<file path="src/hw/rtl/pfe_pkg.sv">
// ----------------------------------------------------------------------------
// pfe_pkg
// Shared types, constants and helper functions of the digraph encryptor.
// ----------------------------------------------------------------------------
package pfe_pkg;

    // geometry of the key square and the alphabet
    localparam int SQUARE_SIDE = 5;
    localparam int CELLS       = SQUARE_SIDE * SQUARE_SIDE;
    localparam int LETTERS     = 26;
    localparam int LETTER_W    = 5;
    localparam int FUNC_W      = 2;
    localparam int ROW_W       = 3;

    // letter codes with a special role
    localparam logic [LETTER_W-1:0] CODE_I = 5'd8;
    localparam logic [LETTER_W-1:0] CODE_J = 5'd9;
    localparam logic [LETTER_W-1:0] CODE_Z = 5'd25;

    // function codes of an input item
    localparam logic [FUNC_W-1:0] FUNC_KEY    = 2'd0;
    localparam logic [FUNC_W-1:0] FUNC_FINISH = 2'd1;
    localparam logic [FUNC_W-1:0] FUNC_PLAIN  = 2'd2;
    localparam logic [FUNC_W-1:0] FUNC_END    = 2'd3;

    // input item
    typedef struct packed {
        logic [FUNC_W-1:0]   func;
        logic [LETTER_W-1:0] letter;
    } pfe_in_t;

    // result item
    typedef struct packed {
        logic [LETTER_W-1:0] cipher_letter;
        logic                last;
    } pfe_out_t;

    // commands from controller to datapath
    typedef struct packed {
        logic capture;
        logic key_step;
        logic fill_step;
        logic msg_step;
        logic out_load;
        logic out_second;
    } pfe_cmd_t;

    // status from datapath to controller
    typedef struct packed {
        logic [FUNC_W-1:0] func;
        logic              emit;
        logic              fill_last;
        logic              out_free;
    } pfe_status_t;

    // J shares the cell of I
    function automatic logic [LETTER_W-1:0] fold(input logic [LETTER_W-1:0] l);
        return (l == CODE_J) ? CODE_I : l;
    endfunction

    // row of a cell index below CELLS
    function automatic logic [ROW_W-1:0] cell_row(input logic [LETTER_W-1:0] p);
        logic [ROW_W-1:0] r;
        priority if (p >= LETTER_W'(4 * SQUARE_SIDE)) begin
            r = ROW_W'(4);
        end else if (p >= LETTER_W'(3 * SQUARE_SIDE)) begin
            r = ROW_W'(3);
        end else if (p >= LETTER_W'(2 * SQUARE_SIDE)) begin
            r = ROW_W'(2);
        end else if (p >= LETTER_W'(SQUARE_SIDE)) begin
            r = ROW_W'(1);
        end else begin
            r = ROW_W'(0);
        end
        return r;
    endfunction

    // first cell of a row: four times the row plus the row
    function automatic logic [LETTER_W-1:0] row_base(input logic [ROW_W-1:0] r);
        return LETTER_W'({r, 2'b00}) + LETTER_W'(r);
    endfunction

    // step one place along a row or column, wrapping round
    function automatic logic [ROW_W-1:0] wrap_inc(input logic [ROW_W-1:0] v);
        return (v == ROW_W'(SQUARE_SIDE - 1)) ? ROW_W'(0) : v + ROW_W'(1);
    endfunction

endpackage

</file>
<file path="src/hw/rtl/pfe_ctrl.sv">
// ----------------------------------------------------------------------------
// pfe_ctrl
// Sequencer: takes one item at a time and steps the datapath through key
// entry, square fill, digraph lookup and the two result letters.
// ----------------------------------------------------------------------------
module pfe_ctrl (
    input  logic                aclk,
    input  logic                aresetn,
    input  logic                s_valid,
    output logic                s_ready,
    input  pfe_pkg::pfe_status_t status,
    output pfe_pkg::pfe_cmd_t    cmd
);

    localparam logic [2:0] ST_IDLE  = 3'd0;
    localparam logic [2:0] ST_EXEC  = 3'd1;
    localparam logic [2:0] ST_FILL  = 3'd2;
    localparam logic [2:0] ST_LOOK  = 3'd3;
    localparam logic [2:0] ST_ADDR  = 3'd4;
    localparam logic [2:0] ST_EMIT0 = 3'd5;
    localparam logic [2:0] ST_EMIT1 = 3'd6;

    logic [2:0] state_reg;
    logic [2:0] state_next;

    // state register
    always_ff @(posedge aclk) begin
        if (!aresetn) begin
            state_reg <= ST_IDLE;
        end else begin
            state_reg <= state_next;
        end
    end

    assign s_ready = (state_reg == ST_IDLE);

    // next state and commands
    always_comb begin
        state_next     = state_reg;
        cmd            = '0;
        unique case (state_reg)
            ST_IDLE: begin
                if (s_valid) begin
                    cmd.capture = 1'b1;
                    state_next  = ST_EXEC;
                end
            end
            ST_EXEC: begin
                unique case (status.func)
                    pfe_pkg::FUNC_KEY: begin
                        cmd.key_step = 1'b1;
                        state_next   = ST_IDLE;
                    end
                    pfe_pkg::FUNC_FINISH: begin
                        state_next = ST_FILL;
                    end
                    default: begin
                        cmd.msg_step = 1'b1;
                        state_next   = status.emit ? ST_LOOK : ST_IDLE;
                    end
                endcase
            end
            ST_FILL: begin
                cmd.fill_step = 1'b1;
                if (status.fill_last) begin
                    state_next = ST_IDLE;
                end
            end
            ST_LOOK: begin
                state_next = ST_ADDR;
            end
            ST_ADDR: begin
                state_next = ST_EMIT0;
            end
            ST_EMIT0: begin
                if (status.out_free) begin
                    cmd.out_load = 1'b1;
                    state_next   = ST_EMIT1;
                end
            end
            ST_EMIT1: begin
                if (status.out_free) begin
                    cmd.out_load   = 1'b1;
                    cmd.out_second = 1'b1;
                    state_next     = ST_IDLE;
                end
            end
            default: begin
                state_next = ST_IDLE;
            end
        endcase
    end

endmodule

</file>
<file path="src/hw/rtl/pfe_datapath.sv">
// ----------------------------------------------------------------------------
// pfe_datapath
// Key square and position memories, used-letter map, digraph pairing state,
// cell lookup and the output register.
// ----------------------------------------------------------------------------
module pfe_datapath (
    input  logic                 aclk,
    input  logic                 aresetn,
    input  pfe_pkg::pfe_in_t     s_data,
    input  pfe_pkg::pfe_cmd_t    cmd,
    output pfe_pkg::pfe_status_t status,
    output logic                 m_valid,
    input  logic                 m_ready,
    output pfe_pkg::pfe_out_t    m_data
);

    localparam int LW = pfe_pkg::LETTER_W;
    localparam int RW = pfe_pkg::ROW_W;

    // memories
    logic [LW-1:0] key_square_mem [pfe_pkg::CELLS];
    logic [LW-1:0] letter_pos_mem [pfe_pkg::LETTERS];

    // registers
    pfe_pkg::pfe_in_t             item_reg;
    logic [pfe_pkg::LETTERS-1:0]  used_reg, used_next;
    logic [LW-1:0]                fill_reg, fill_next;
    logic [LW-1:0]                fill_idx_reg;
    logic [LW-1:0]                pend_letter_reg, pend_letter_next;
    logic                         pend_valid_reg, pend_valid_next;
    logic [LW-1:0]                prev_letter_reg, prev_letter_next;
    logic                         prev_valid_reg, prev_valid_next;
    logic [LW-1:0]                pair_a_reg, pair_a_next;
    logic [LW-1:0]                pair_b_reg, pair_b_next;
    logic [LW-1:0]                pos_a_reg, pos_b_reg;
    logic [LW-1:0]                ciph_a_reg, ciph_b_reg;
    logic                         m_valid_reg;
    pfe_pkg::pfe_out_t            m_data_reg;

    // combinational
    logic          letter_ok;
    logic [LW-1:0] key_letter;
    logic          place_en;
    logic [LW-1:0] place_letter;
    logic          emit;
    logic          insert_z;
    logic [LW-1:0] pa, pb, x_idx, y_idx;
    logic [RW-1:0] ra, rb, ca, cb;

    assign letter_ok  = (item_reg.letter < LW'(pfe_pkg::LETTERS));
    assign key_letter = pfe_pkg::fold(item_reg.letter);

    // placement of one letter into the next free cell
    always_comb begin
        place_en     = 1'b0;
        place_letter = key_letter;
        if (cmd.key_step) begin
            place_en = letter_ok && !used_reg[key_letter]
                       && (fill_reg < LW'(pfe_pkg::CELLS));
        end else if (cmd.fill_step) begin
            place_letter = fill_idx_reg;
            place_en     = (fill_idx_reg != pfe_pkg::CODE_J) && !used_reg[fill_idx_reg]
                           && (fill_reg < LW'(pfe_pkg::CELLS));
        end
    end

    // used-letter map and fill count; the finishing sweep clears both
    always_comb begin
        used_next = used_reg;
        fill_next = fill_reg;
        if (place_en) begin
            used_next = used_reg | (pfe_pkg::LETTERS'(1) << place_letter);
            fill_next = fill_reg + LW'(1);
        end
        if (cmd.fill_step && status.fill_last) begin
            used_next = '0;
            fill_next = '0;
        end
    end

    // pairing of plaintext letters, filler insertion and end of message
    assign insert_z = prev_valid_reg && (prev_letter_reg == item_reg.letter);

    always_comb begin
        emit             = 1'b0;
        pair_a_next      = pend_letter_reg;
        pair_b_next      = item_reg.letter;
        pend_letter_next = pend_letter_reg;
        pend_valid_next  = pend_valid_reg;
        prev_letter_next = prev_letter_reg;
        prev_valid_next  = prev_valid_reg;
        if (item_reg.func == pfe_pkg::FUNC_END) begin
            emit             = pend_valid_reg;
            pair_b_next      = pfe_pkg::CODE_Z;
            pend_letter_next = '0;
            pend_valid_next  = 1'b0;
            prev_letter_next = '0;
            prev_valid_next  = 1'b0;
        end else if (letter_ok) begin
            prev_letter_next = item_reg.letter;
            prev_valid_next  = 1'b1;
            priority if (insert_z && pend_valid_reg) begin
                emit             = 1'b1;
                pair_b_next      = pfe_pkg::CODE_Z;
                pend_letter_next = item_reg.letter;
            end else if (insert_z) begin
                emit        = 1'b1;
                pair_a_next = pfe_pkg::CODE_Z;
            end else if (pend_valid_reg) begin
                emit            = 1'b1;
                pend_valid_next = 1'b0;
            end else begin
                pend_letter_next = item_reg.letter;
                pend_valid_next  = 1'b1;
            end
        end
    end

    // control registers
    always_ff @(posedge aclk) begin
        if (!aresetn) begin
            used_reg        <= '0;
            fill_reg        <= '0;
            fill_idx_reg    <= '0;
            pend_letter_reg <= '0;
            pend_valid_reg  <= 1'b0;
            prev_letter_reg <= '0;
            prev_valid_reg  <= 1'b0;
            m_valid_reg     <= 1'b0;
        end else begin
            used_reg <= used_next;
            fill_reg <= fill_next;
            if (cmd.capture) begin
                fill_idx_reg <= '0;
            end else if (cmd.fill_step) begin
                fill_idx_reg <= fill_idx_reg + LW'(1);
            end
            if (cmd.msg_step) begin
                pend_letter_reg <= pend_letter_next;
                pend_valid_reg  <= pend_valid_next;
                prev_letter_reg <= prev_letter_next;
                prev_valid_reg  <= prev_valid_next;
            end
            if (cmd.out_load) begin
                m_valid_reg <= 1'b1;
            end else if (m_ready) begin
                m_valid_reg <= 1'b0;
            end
        end
    end

    // payload registers
    always_ff @(posedge aclk) begin
        if (cmd.capture) begin
            item_reg <= s_data;
        end
        if (cmd.msg_step) begin
            pair_a_reg <= pair_a_next;
            pair_b_reg <= pair_b_next;
        end
        if (cmd.out_load) begin
            m_data_reg.cipher_letter <= cmd.out_second ? ciph_b_reg : ciph_a_reg;
            m_data_reg.last          <= cmd.out_second;
        end
    end

    // position memory: one write port, two registered read ports
    always_ff @(posedge aclk) begin
        if (place_en) begin
            letter_pos_mem[place_letter] <= fill_reg;
        end
        pos_a_reg <= letter_pos_mem[pfe_pkg::fold(pair_a_reg)];
        pos_b_reg <= letter_pos_mem[pfe_pkg::fold(pair_b_reg)];
    end

    // digraph rules: same row, same column, rectangle
    always_comb begin
        pa = (pos_a_reg < LW'(pfe_pkg::CELLS)) ? pos_a_reg : '0;
        pb = (pos_b_reg < LW'(pfe_pkg::CELLS)) ? pos_b_reg : '0;
        ra = pfe_pkg::cell_row(pa);
        rb = pfe_pkg::cell_row(pb);
        ca = RW'(pa - pfe_pkg::row_base(ra));
        cb = RW'(pb - pfe_pkg::row_base(rb));
        priority if (ra == rb) begin
            x_idx = pfe_pkg::row_base(ra) + LW'(pfe_pkg::wrap_inc(ca));
            y_idx = pfe_pkg::row_base(rb) + LW'(pfe_pkg::wrap_inc(cb));
        end else if (ca == cb) begin
            x_idx = pfe_pkg::row_base(pfe_pkg::wrap_inc(ra)) + LW'(ca);
            y_idx = pfe_pkg::row_base(pfe_pkg::wrap_inc(rb)) + LW'(cb);
        end else begin
            x_idx = pfe_pkg::row_base(ra) + LW'(cb);
            y_idx = pfe_pkg::row_base(rb) + LW'(ca);
        end
    end

    // key square memory: one write port, two registered read ports
    always_ff @(posedge aclk) begin
        if (place_en) begin
            key_square_mem[fill_reg] <= place_letter;
        end
        ciph_a_reg <= key_square_mem[x_idx];
        ciph_b_reg <= key_square_mem[y_idx];
    end

    // status to the controller
    assign status.func      = item_reg.func;
    assign status.emit      = emit;
    assign status.fill_last = (fill_idx_reg == LW'(pfe_pkg::LETTERS - 1));
    assign status.out_free  = !m_valid_reg || m_ready;

    assign m_valid = m_valid_reg;
    assign m_data  = m_data_reg;

endmodule

</file>
<file path="src/hw/rtl/playfair_digraph_encrypt_unit.sv">
// ----------------------------------------------------------------------------
// playfair_digraph_encrypt_unit
// Playfair encryptor with a 5x5 key square, one item in flight at a time.
// ----------------------------------------------------------------------------
// Input items (s_valid/s_ready/s_data) carry func and letter: key letters,
// a finish-key command, plaintext letters and end of message. Results
// (m_valid/m_ready/m_data) are ciphertext letters, two per digraph, with
// last set on the second.
// Work per item, from acceptance to the next acceptance:
//   key letter or plaintext letter that only opens a digraph: an execute step
//   plaintext letter or end of message that closes a digraph: the results come
//     out after the position lookup and the key square lookup, each through
//     a registered memory read
//   finish key: one alphabet letter a cycle through the fill sweep
// A letter code above 25 is dropped with no result.
// Reset clears the used-letter map, the fill count, the digraph state and
// the output valid flag; the key square holds nothing until a key is loaded.
// A stalled receiver holds the block in its emit step; the last result sits
// in the output register while the next item is already taken.
// ----------------------------------------------------------------------------
module playfair_digraph_encrypt_unit (
    input  logic              aclk,
    input  logic              aresetn,
    input  logic              s_valid,
    output logic              s_ready,
    input  pfe_pkg::pfe_in_t  s_data,
    output logic              m_valid,
    input  logic              m_ready,
    output pfe_pkg::pfe_out_t m_data
);

    pfe_pkg::pfe_cmd_t    cmd;
    pfe_pkg::pfe_status_t status;

    // sequencer
    pfe_ctrl u_ctrl (
        .aclk    (aclk),
        .aresetn (aresetn),
        .s_valid (s_valid),
        .s_ready (s_ready),
        .status  (status),
        .cmd     (cmd)
    );

    // datapath
    pfe_datapath u_datapath (
        .aclk    (aclk),
        .aresetn (aresetn),
        .s_data  (s_data),
        .cmd     (cmd),
        .status  (status),
        .m_valid (m_valid),
        .m_ready (m_ready),
        .m_data  (m_data)
    );

    // only one item at a time: an accepted item closes the input
    assert property (@(posedge aclk) disable iff (!aresetn)
        s_valid && s_ready |=> !s_ready)
        else $error("input taken while an item is in flight");

    // a result is loaded only into a free output register
    assert property (@(posedge aclk) disable iff (!aresetn)
        cmd.out_load |-> status.out_free)
        else $error("output register overwritten");

    // datapath steps never overlap
    assert property (@(posedge aclk) disable iff (!aresetn)
        $onehot0({cmd.capture, cmd.key_step, cmd.fill_step, cmd.msg_step, cmd.out_load}))
        else $error("overlapping datapath commands");

    // the second letter of a digraph follows a first one
    assert property (@(posedge aclk) disable iff (!aresetn)
        cmd.out_load && cmd.out_second |-> m_valid && !m_data.last || !m_valid)
        else $error("second letter without a first");

endmodule

</file>
<file path="config.mk">
export PLATFORM = sky130hd
export DESIGN_NAME = playfair_digraph_encrypt_unit
export DESIGN_NICKNAME = d
export VERILOG_FILES = /design/src/hw/rtl/pfe_pkg.sv /design/src/hw/rtl/pfe_ctrl.sv /design/src/hw/rtl/pfe_datapath.sv /design/src/hw/rtl/playfair_digraph_encrypt_unit.sv
export SDC_FILE = /design/constraint.sdc
export NUM_CORES = 1
export LEC_CHECK = 0
export BUFFER_PORTS_ARGS = -buffer_cell sky130_fd_sc_hd__buf_2
export CAP_MARGIN = 15
export CELL_PAD_IN_SITES_DETAIL_PLACEMENT = 0
export CELL_PAD_IN_SITES_GLOBAL_PLACEMENT = 1
export CORE_MARGIN = 4
export CORE_UTILIZATION = 55
export CTS_BUF_LIST = sky130_fd_sc_hd__clkbuf_4 sky130_fd_sc_hd__clkbuf_8
export DETAILED_ROUTE_END_ITERATION = 10
export PLACE_DENSITY = 0.84
export SYNTH_ARGS = -nofsm -noshare
export SYNTH_HDL_FRONTEND = slang
export SYNTH_SLANG_ARGS = --single-unit
</file>
<file path="constraint.sdc">
create_clock -name aclk -period 6.5 [get_ports aclk]
set_input_delay 0.975 -clock aclk [delete_from_list [all_inputs] [get_ports aclk]]
set_output_delay 0.975 -clock aclk [all_outputs]
set_load 0.01 [all_outputs]
</file>
=== Word level (Yosys, flattened, before mapping) ===
Memory sizes are Yosys's and may differ from the RTL's. A register that Yosys moved wholly into a read port is not among the register bits.
Index checks and enable logic that the tools add are counted.
Widths: inputs -> output; s select.

* Add/subtract/negate cells: 18
* Order comparisons: 14
* Eq/ne operators: 28
* Shifts and indexed selects: 1
* Muxes and demuxes: 77
* Bitwise logic cells: 2
* Reductions and logical operators: 22

{| class="wikitable"
|+ Operators with widths
! kind !! count
|-
| $mux 5 || 25
|-
| $add 5x3->5 || 10
|-
| $mux 3 || 14
|-
| $mux 1 || 31
|-
| $or 26x26->26 || 1
|-
| $shl 1x5->26 const A || 1
|-
| $eq 3x3->1 const B || 7
|-
| $pmux 3 s7 || 1
|-
| $ge 5x4->1 const B || 4
|-
| $lt 5x5->1 const B || 4
|-
| $eq 5x4->1 const B || 3
|-
| $add 3x1->3 const B || 4
|-
| $lt 5x6->1 const B || 2
|-
| $reduce_and 4->1 || 3
|-
| $add 5x1->5 const B || 2
|-
| $bmux 1 s5 || 2
|-
| $ge 5x3->1 const B || 2
|-
| $ge 5x5->1 const B || 2
|-
| $ne 2x2->1 const B || 4
|-
| $logic_and 1x1->1 || 7
|-
| $eq 3x2->1 const B || 2
|-
| $eq 3x3->1 || 2
|-
| $ne 3x3->1 const B || 2
|-
| $pmux 3 s2 || 1
|-
| other kinds (18) || 26
|}

* Register bits: 75
* Memory bits (writable): 255
* Output and inout port bits: 8
* Word-level logic and storage cells: 179
* Memories kept: 2

{| class="wikitable"
|+ Memories
! memory !! words !! width !! rd ports !! clocked after Yosys merged registers in !! wr ports !! line !! RTL
|-
| u_datapath.letter_pos_mem || 26 || 5 || 2 || 2 || 1 || pfe_datapath.sv:22 || <nowiki>logic [LW-1:0] letter_pos_mem [pfe_pkg::LETTERS];</nowiki>
|-
| u_datapath.key_square_mem || 25 || 5 || 2 || 2 || 1 || pfe_datapath.sv:21 || <nowiki>logic [LW-1:0] key_square_mem [pfe_pkg::CELLS];</nowiki>
|}

=== Logic depth before layout (Yosys ltp) ===
* Depth after elaboration: 13
* Depth in mapped cells: 24

=== Hierarchy ===
A second synthesis with hierarchy kept.

* Cell total of the unflattened synthesis: 1531
* Area, all modules: 18360.1 µm²

{| class="wikitable"
|+ By module, submodules not included
! module !! times used !! cells an instance !! area an instance (µm²) !! seq. area each (µm²)
|-
| pfe_datapath || 1 || 1497 || 18104.9 || 9729.3
|-
| pfe_ctrl || 1 || 34 || 255.2 || 60.1
|}

=== Least setup slack after synthesis ===
No wires, ideal clock.

* Kind: register to register
* From: register u_datapath.pos_a_reg[0], read port of u_datapath.letter_pos_mem
* To: register u_datapath.ciph_a_reg[3], read port of u_datapath.key_square_mem
* Library setup time: 75 ps
* Arrival time: 4871 ps
* Required time: 6425 ps
* Slack: 1555 ps
* Cell stages (with the launch flop): 21
* Buffers on the path: 2
* Path through: dfxtp_1 > buf_4 > mux2_2 > o21ai_0 > and2_1 > inv_1 > nor2_1 > ha_1 > fa_1 > xor2_4 > inv_1 > fa_1 > inv_1 > fa_1 > a31oi_1 > a22o_1 > buf_2 > a2111oi_0 > or4_1 > mux2_2 > o22ai_1

* Word-level cells in the longest chain between the ends: 13
* Elaborated cells between the ends (all ways): 26
* Those cells by class: add/sub: 8; order compare: 5; eq/ne: 4; mux: 9

{| class="wikitable"
|+ Ends and longest elaborated chain
! item !! line !! RTL
|-
| start, declared || pfe_datapath.sv:35 || <nowiki>logic [LW-1:0] pos_a_reg, pos_b_reg;</nowiki>
|-
| $lt 5x5->1 || pfe_datapath.sv:178 || <nowiki>pa = (pos_a_reg < LW'(pfe_pkg::CELLS)) ? pos_a_reg : '0;</nowiki>
|-
| $mux 5 * || pfe_datapath.sv:178 ||
|-
| $ge 5x3->1 || pfe_pkg.sv:70 || <nowiki>end else if (p >= LETTER_W'(SQUARE_SIDE)) begin</nowiki>
|-
| $mux 1 || pfe_pkg.sv:70 ||
|-
| $mux 3 || pfe_pkg.sv:68 || <nowiki>end else if (p >= LETTER_W'(2 * SQUARE_SIDE)) begin</nowiki>
|-
| $mux 3 || pfe_pkg.sv:66 || <nowiki>end else if (p >= LETTER_W'(3 * SQUARE_SIDE)) begin</nowiki>
|-
| $mux 3 || pfe_pkg.sv:64 || <nowiki>priority if (p >= LETTER_W'(4 * SQUARE_SIDE)) begin</nowiki>
|-
| $add 5x3->5 (tied with other cells) || pfe_pkg.sv:80 || <nowiki>return LETTER_W'({r, 2'b00}) + LETTER_W'(r);</nowiki>
|-
| $sub 3x3->3 or $mux 3 (tied branches) || pfe_datapath.sv:182, pfe_pkg.sv:85 ||
|-
| $add 3x1->3 (tied with other cells) || pfe_pkg.sv:85 || <nowiki>return (v == ROW_W'(SQUARE_SIDE - 1)) ? ROW_W'(0) : v + ROW_W'(1);</nowiki>
|-
| $mux 3 or $add 5x3->5 (tied branches) || pfe_pkg.sv:85, pfe_datapath.sv:188 ||
|-
| $add 5x3->5 or $mux 5 (tied branches) || pfe_datapath.sv:185, pfe_datapath.sv:187 ||
|-
| $mux 5 * || pfe_datapath.sv:184 || <nowiki>priority if (ra == rb) begin</nowiki>
|-
| end, declared || pfe_datapath.sv:36 || <nowiki>logic [LW-1:0] ciph_a_reg, ciph_b_reg;</nowiki>
|}

Mark *: on every way between the ends. The rest lies on a longest branch, timed or not.
A chain may end at the register's enable or synchronous reset.

=== Worst setup path after layout ===
Ends and elaborated chain as after synthesis.

==> summary.md <==
| Metric | Value |
|---|---|
| Clk_lat worst skew | `between 0.6 and 0.7 ns` |
| Core area | `approximately 0.033 sq mm` |
| H-tree depth | `2` |
| Worst hold path type | `reg2reg` |
| Worst setup SP type | `register` |
| Final wirelength | `47300 um` |
| TritonCTS Buffers | `56` |
| Nets | `1525` |
| Final worst-path cycle share | `90.7%` |
| Row cnt | `66` |
| # setup viols final | `0` |
| Critical path required time | `7.03 ns` |
| Worst EP arrival | `6.43 ns` |
| Status | `completed` |
| Max reg flops | `130` |
| Slew headroom | `22.8%` |
| Worst Tran Pin Value | `~1.1 ns` |
| Total power | `roughly 7.6 mW` |
| Residual DRC | `0` |
| Iteration-0 DRC Markers | `1189` |
| Unique masters post-synth | `a little over 80` |
| Hold buffer count at cts | `0` |
| Kind of critical path | `reg2reg` |
| Sequential fraction of the synthesis area | `53.8%` |
| Area of the multi-input gates | `0.00790 sq mm` |
| # Max-Cap Violations | `0` |
| # Post-CTS Setup Buffers | `0` |
| IO Port Bufs | `18` |
| Setup TNS | `0 ns` |
| Die ar. | `~0.036 sq mm` |
| Fmax | `170 MHz` |
| Drt via density | `around 6.4` |
| Initial cell density of the core | `between 50 and 60%` |
| FF/Latch Area | `0.00979 sq mm` |
| Vias in the first global route | `around 12000` |
| Num ports | `19` |
| TritonCTS clock tree | `built` |
| YS warnings | `0` |
| Clock Skews | `approximately 0.033 ns` |
| Fillers | `2600` |
| Final WS setup | `0.606 ns` |
| Detailed Routing Iterations Pass 1 | `6` |
| Final Max Slew Viols | `0` |
| Post-Syn Area per Cell | `12.6 sq um` |
| Final ANT Viol Nets | `0` |
| Net count after synthesis | `1506` |
| Hpwl dp | `33200 um` |
| Number of synthesized flops with an enable pin | `278` |
| N_diodes | `0` |
| Post-Synthesis Cells | `1449` |
| DP Worst Slack | `0.747 ns` |
| Power per cell area | `382 mW/mm^2` |
| CTS root buffer | `clkbuf_8` |
| Worst Path Max Fanout | `21` |
| Die Y | `190 um` |
| Die X-Extent | `190 um` |
| Avg WL per Cell | `24.2 um` |
| Largest net degree at the start of global routing | `38` |
| GRT overflow | `0` |
| Final min period | `5.89 ns` |
| Share of layout cells above drive strength 1 | `17.8%` |
| Final hold vios | `0` |
| Cell mode on critical path | `inv_1` |
| Synth-to-layout area growth | `9.52%` |
| RSZ-0062 raised after global routing | `no` |
| Ys flop type | `edfxtp_1` |
| Async set-reset flop share out of synthesis | `0%` |
| Crit end category | `register` |
| Gr usage total | `a little over a quarter` |
| Register bit count reported by yosys | `350` |
| Vias after detailed routing | `~12000` |
| Syn Std Cell Area | `0.0182 sq mm` |
| Slowest CP cell | `a21o_1` |
| CTS resizes | `0` |
| Worst-path cell chain | `mux2_2 > o21ai_0 > and2_1 > inv_1 > nor2_1 > ha_1 > fa_1 > xor2_4 > inv_1 > a21oi_1 > ha_1 > inv_1 > fa_1 > and2_1 > a21o_1 > a2111oi_0 > or4_1 > mux2_2 > o22ai_1` |
| CTS Buffer Depth | `3` |
| LEAKAGE | `7.34 nW` |
| Commonest non-fill, non-tap cell in the layout | `edfxtp_1` |
| First-pass GRT wire length | `73000 um` |
| Initial antenna violation count | `0` |
| Routability cong. | `between 0.9 and 1` |
| CP max stage delay | `roughly 0.59 ns` |
| Most frequent cells in the layout | `edfxtp_1, nor2_1, nand2_1, mux2i_1, mux4_2` |
| VDD IR max | `0.404 mV` |
| Clock tree sinks | `350` |
| CTS clk-pin slew, worst paths | `approximately 0.07 ns` |
-- kinds of logic (layout without fill, tap and decap cells) --
group                    Yosys count  count (layout)  synth area share (%)
buffers and inverters            126             191                  3.03
flip-flops                       350             350                  53.8
adder cells (fa/ha/maj)           46              46                  3.58
AO/OA/AOI/OAI                    293             293                  11.6
XOR/XNOR                          26              26                  1.54
multiplexers                     190             190                  15.7
AND/OR/NAND/NOR                  418             418                  10.7
-- cell usage after synthesis (10+ instances only) --
library cell  count  share of area, %
edfxtp_1        278                46
nor2_1          139               2.9
nand2_1         132               2.7
mux2i_1          95               5.2
mux4_2           75               9.3
dfxtp_1          72               7.9
a21oi_1          65               1.8
clkbuf_1         53               1.1
inv_1            40              0.83
ha_1             36               2.5
o21ai_0          25              0.69
and3_1           22              0.76
a211oi_1         19              0.78
buf_2            19              0.52
mux2_2           19               1.2
nand2b_1         18              0.62
nor2b_1          18              0.62
nand3_1          17              0.47
and2_1           16              0.55
nor3_1           13              0.36
o22ai_1          13              0.45
a21o_1           12              0.50
a22oi_1          11              0.45
o211ai_1         11              0.45
o21a_1           11              0.45
xnor2_1          11              0.53
xor2_1           11              0.53
a221oi_1         10              0.48
fa_1             10               1.1
o211a_1          10              0.55
o32ai_1          10              0.48
-- per-stage QoR --
step / hold slack, ns / area, sq um / std cells / utilization (%)
finish: 0.476 / 19900 / 1956 / 61.1
global route: 0.502 / 19900 / 1956 / 61.1
CTS: 0.480 / 19900 / 1956 / 61.1
detailed placement: 0.472 / 18700 / 1852 / 57.3
global placement: 0.464 / 18700 / 1852 / 57.3
floorplan: 0.452 / 18200 / 1449 / -
-- worst paths after layout --
path | startpoint | end | slack (ns) | depth (start not counted)
worst max-delay path | u_datapath.pos_a_reg[0] | u_datapath.ciph_a_reg[3] | 0.61 | 19
worst min-delay path | u_datapath.prev_letter_reg[3] | u_datapath.prev_letter_reg[3] | 0.48 | 2
worst max register to register | u_datapath.pos_a_reg[0] | u_datapath.ciph_a_reg[3] | 0.61 | 19
worst min register to register | u_datapath.prev_letter_reg[3] | u_datapath.prev_letter_reg[3] | 0.48 | 2
-- critical path, delay by kind of cell, from the launching register on --
family / cells / cell delay, ns
multiplexers: 2 / 0.65
AO/OA/AOI/OAI: 5 / 1.45
XOR/XNOR: 1 / 0.32
buffers and inverters: 3 / 0.33
AND/OR/NAND/NOR: 4 / 1.39
flip-flops: 1 / 0.47
adder cells (fa/ha/maj): 4 / 1.19
-- per-layer routing --
metal	part of all wire, %	track usage [%]
met1	40	34.6
met2	49	43.9
met3	6.4	3.94
met4	4.9	11.9
met5	0	0
-- report_power, final --
part           switching (mW)  total, mW  internal [mW]
registers              0.0530       2.55           2.50
logic                    1.87       3.03           1.17
clock network           0.879       2.04           1.16
-- layout make-up --
cell class	instances	area share, %
repair buffers	47	1.54
inverters	40	0.754
clock buffers	76	4.81
multi-input cells	973	39.7
clock inverters	28	1.33
well taps	442	2.78
flip-flops and latches	350	49.1
Note: power is estimated with default switching activity, not from simulation.
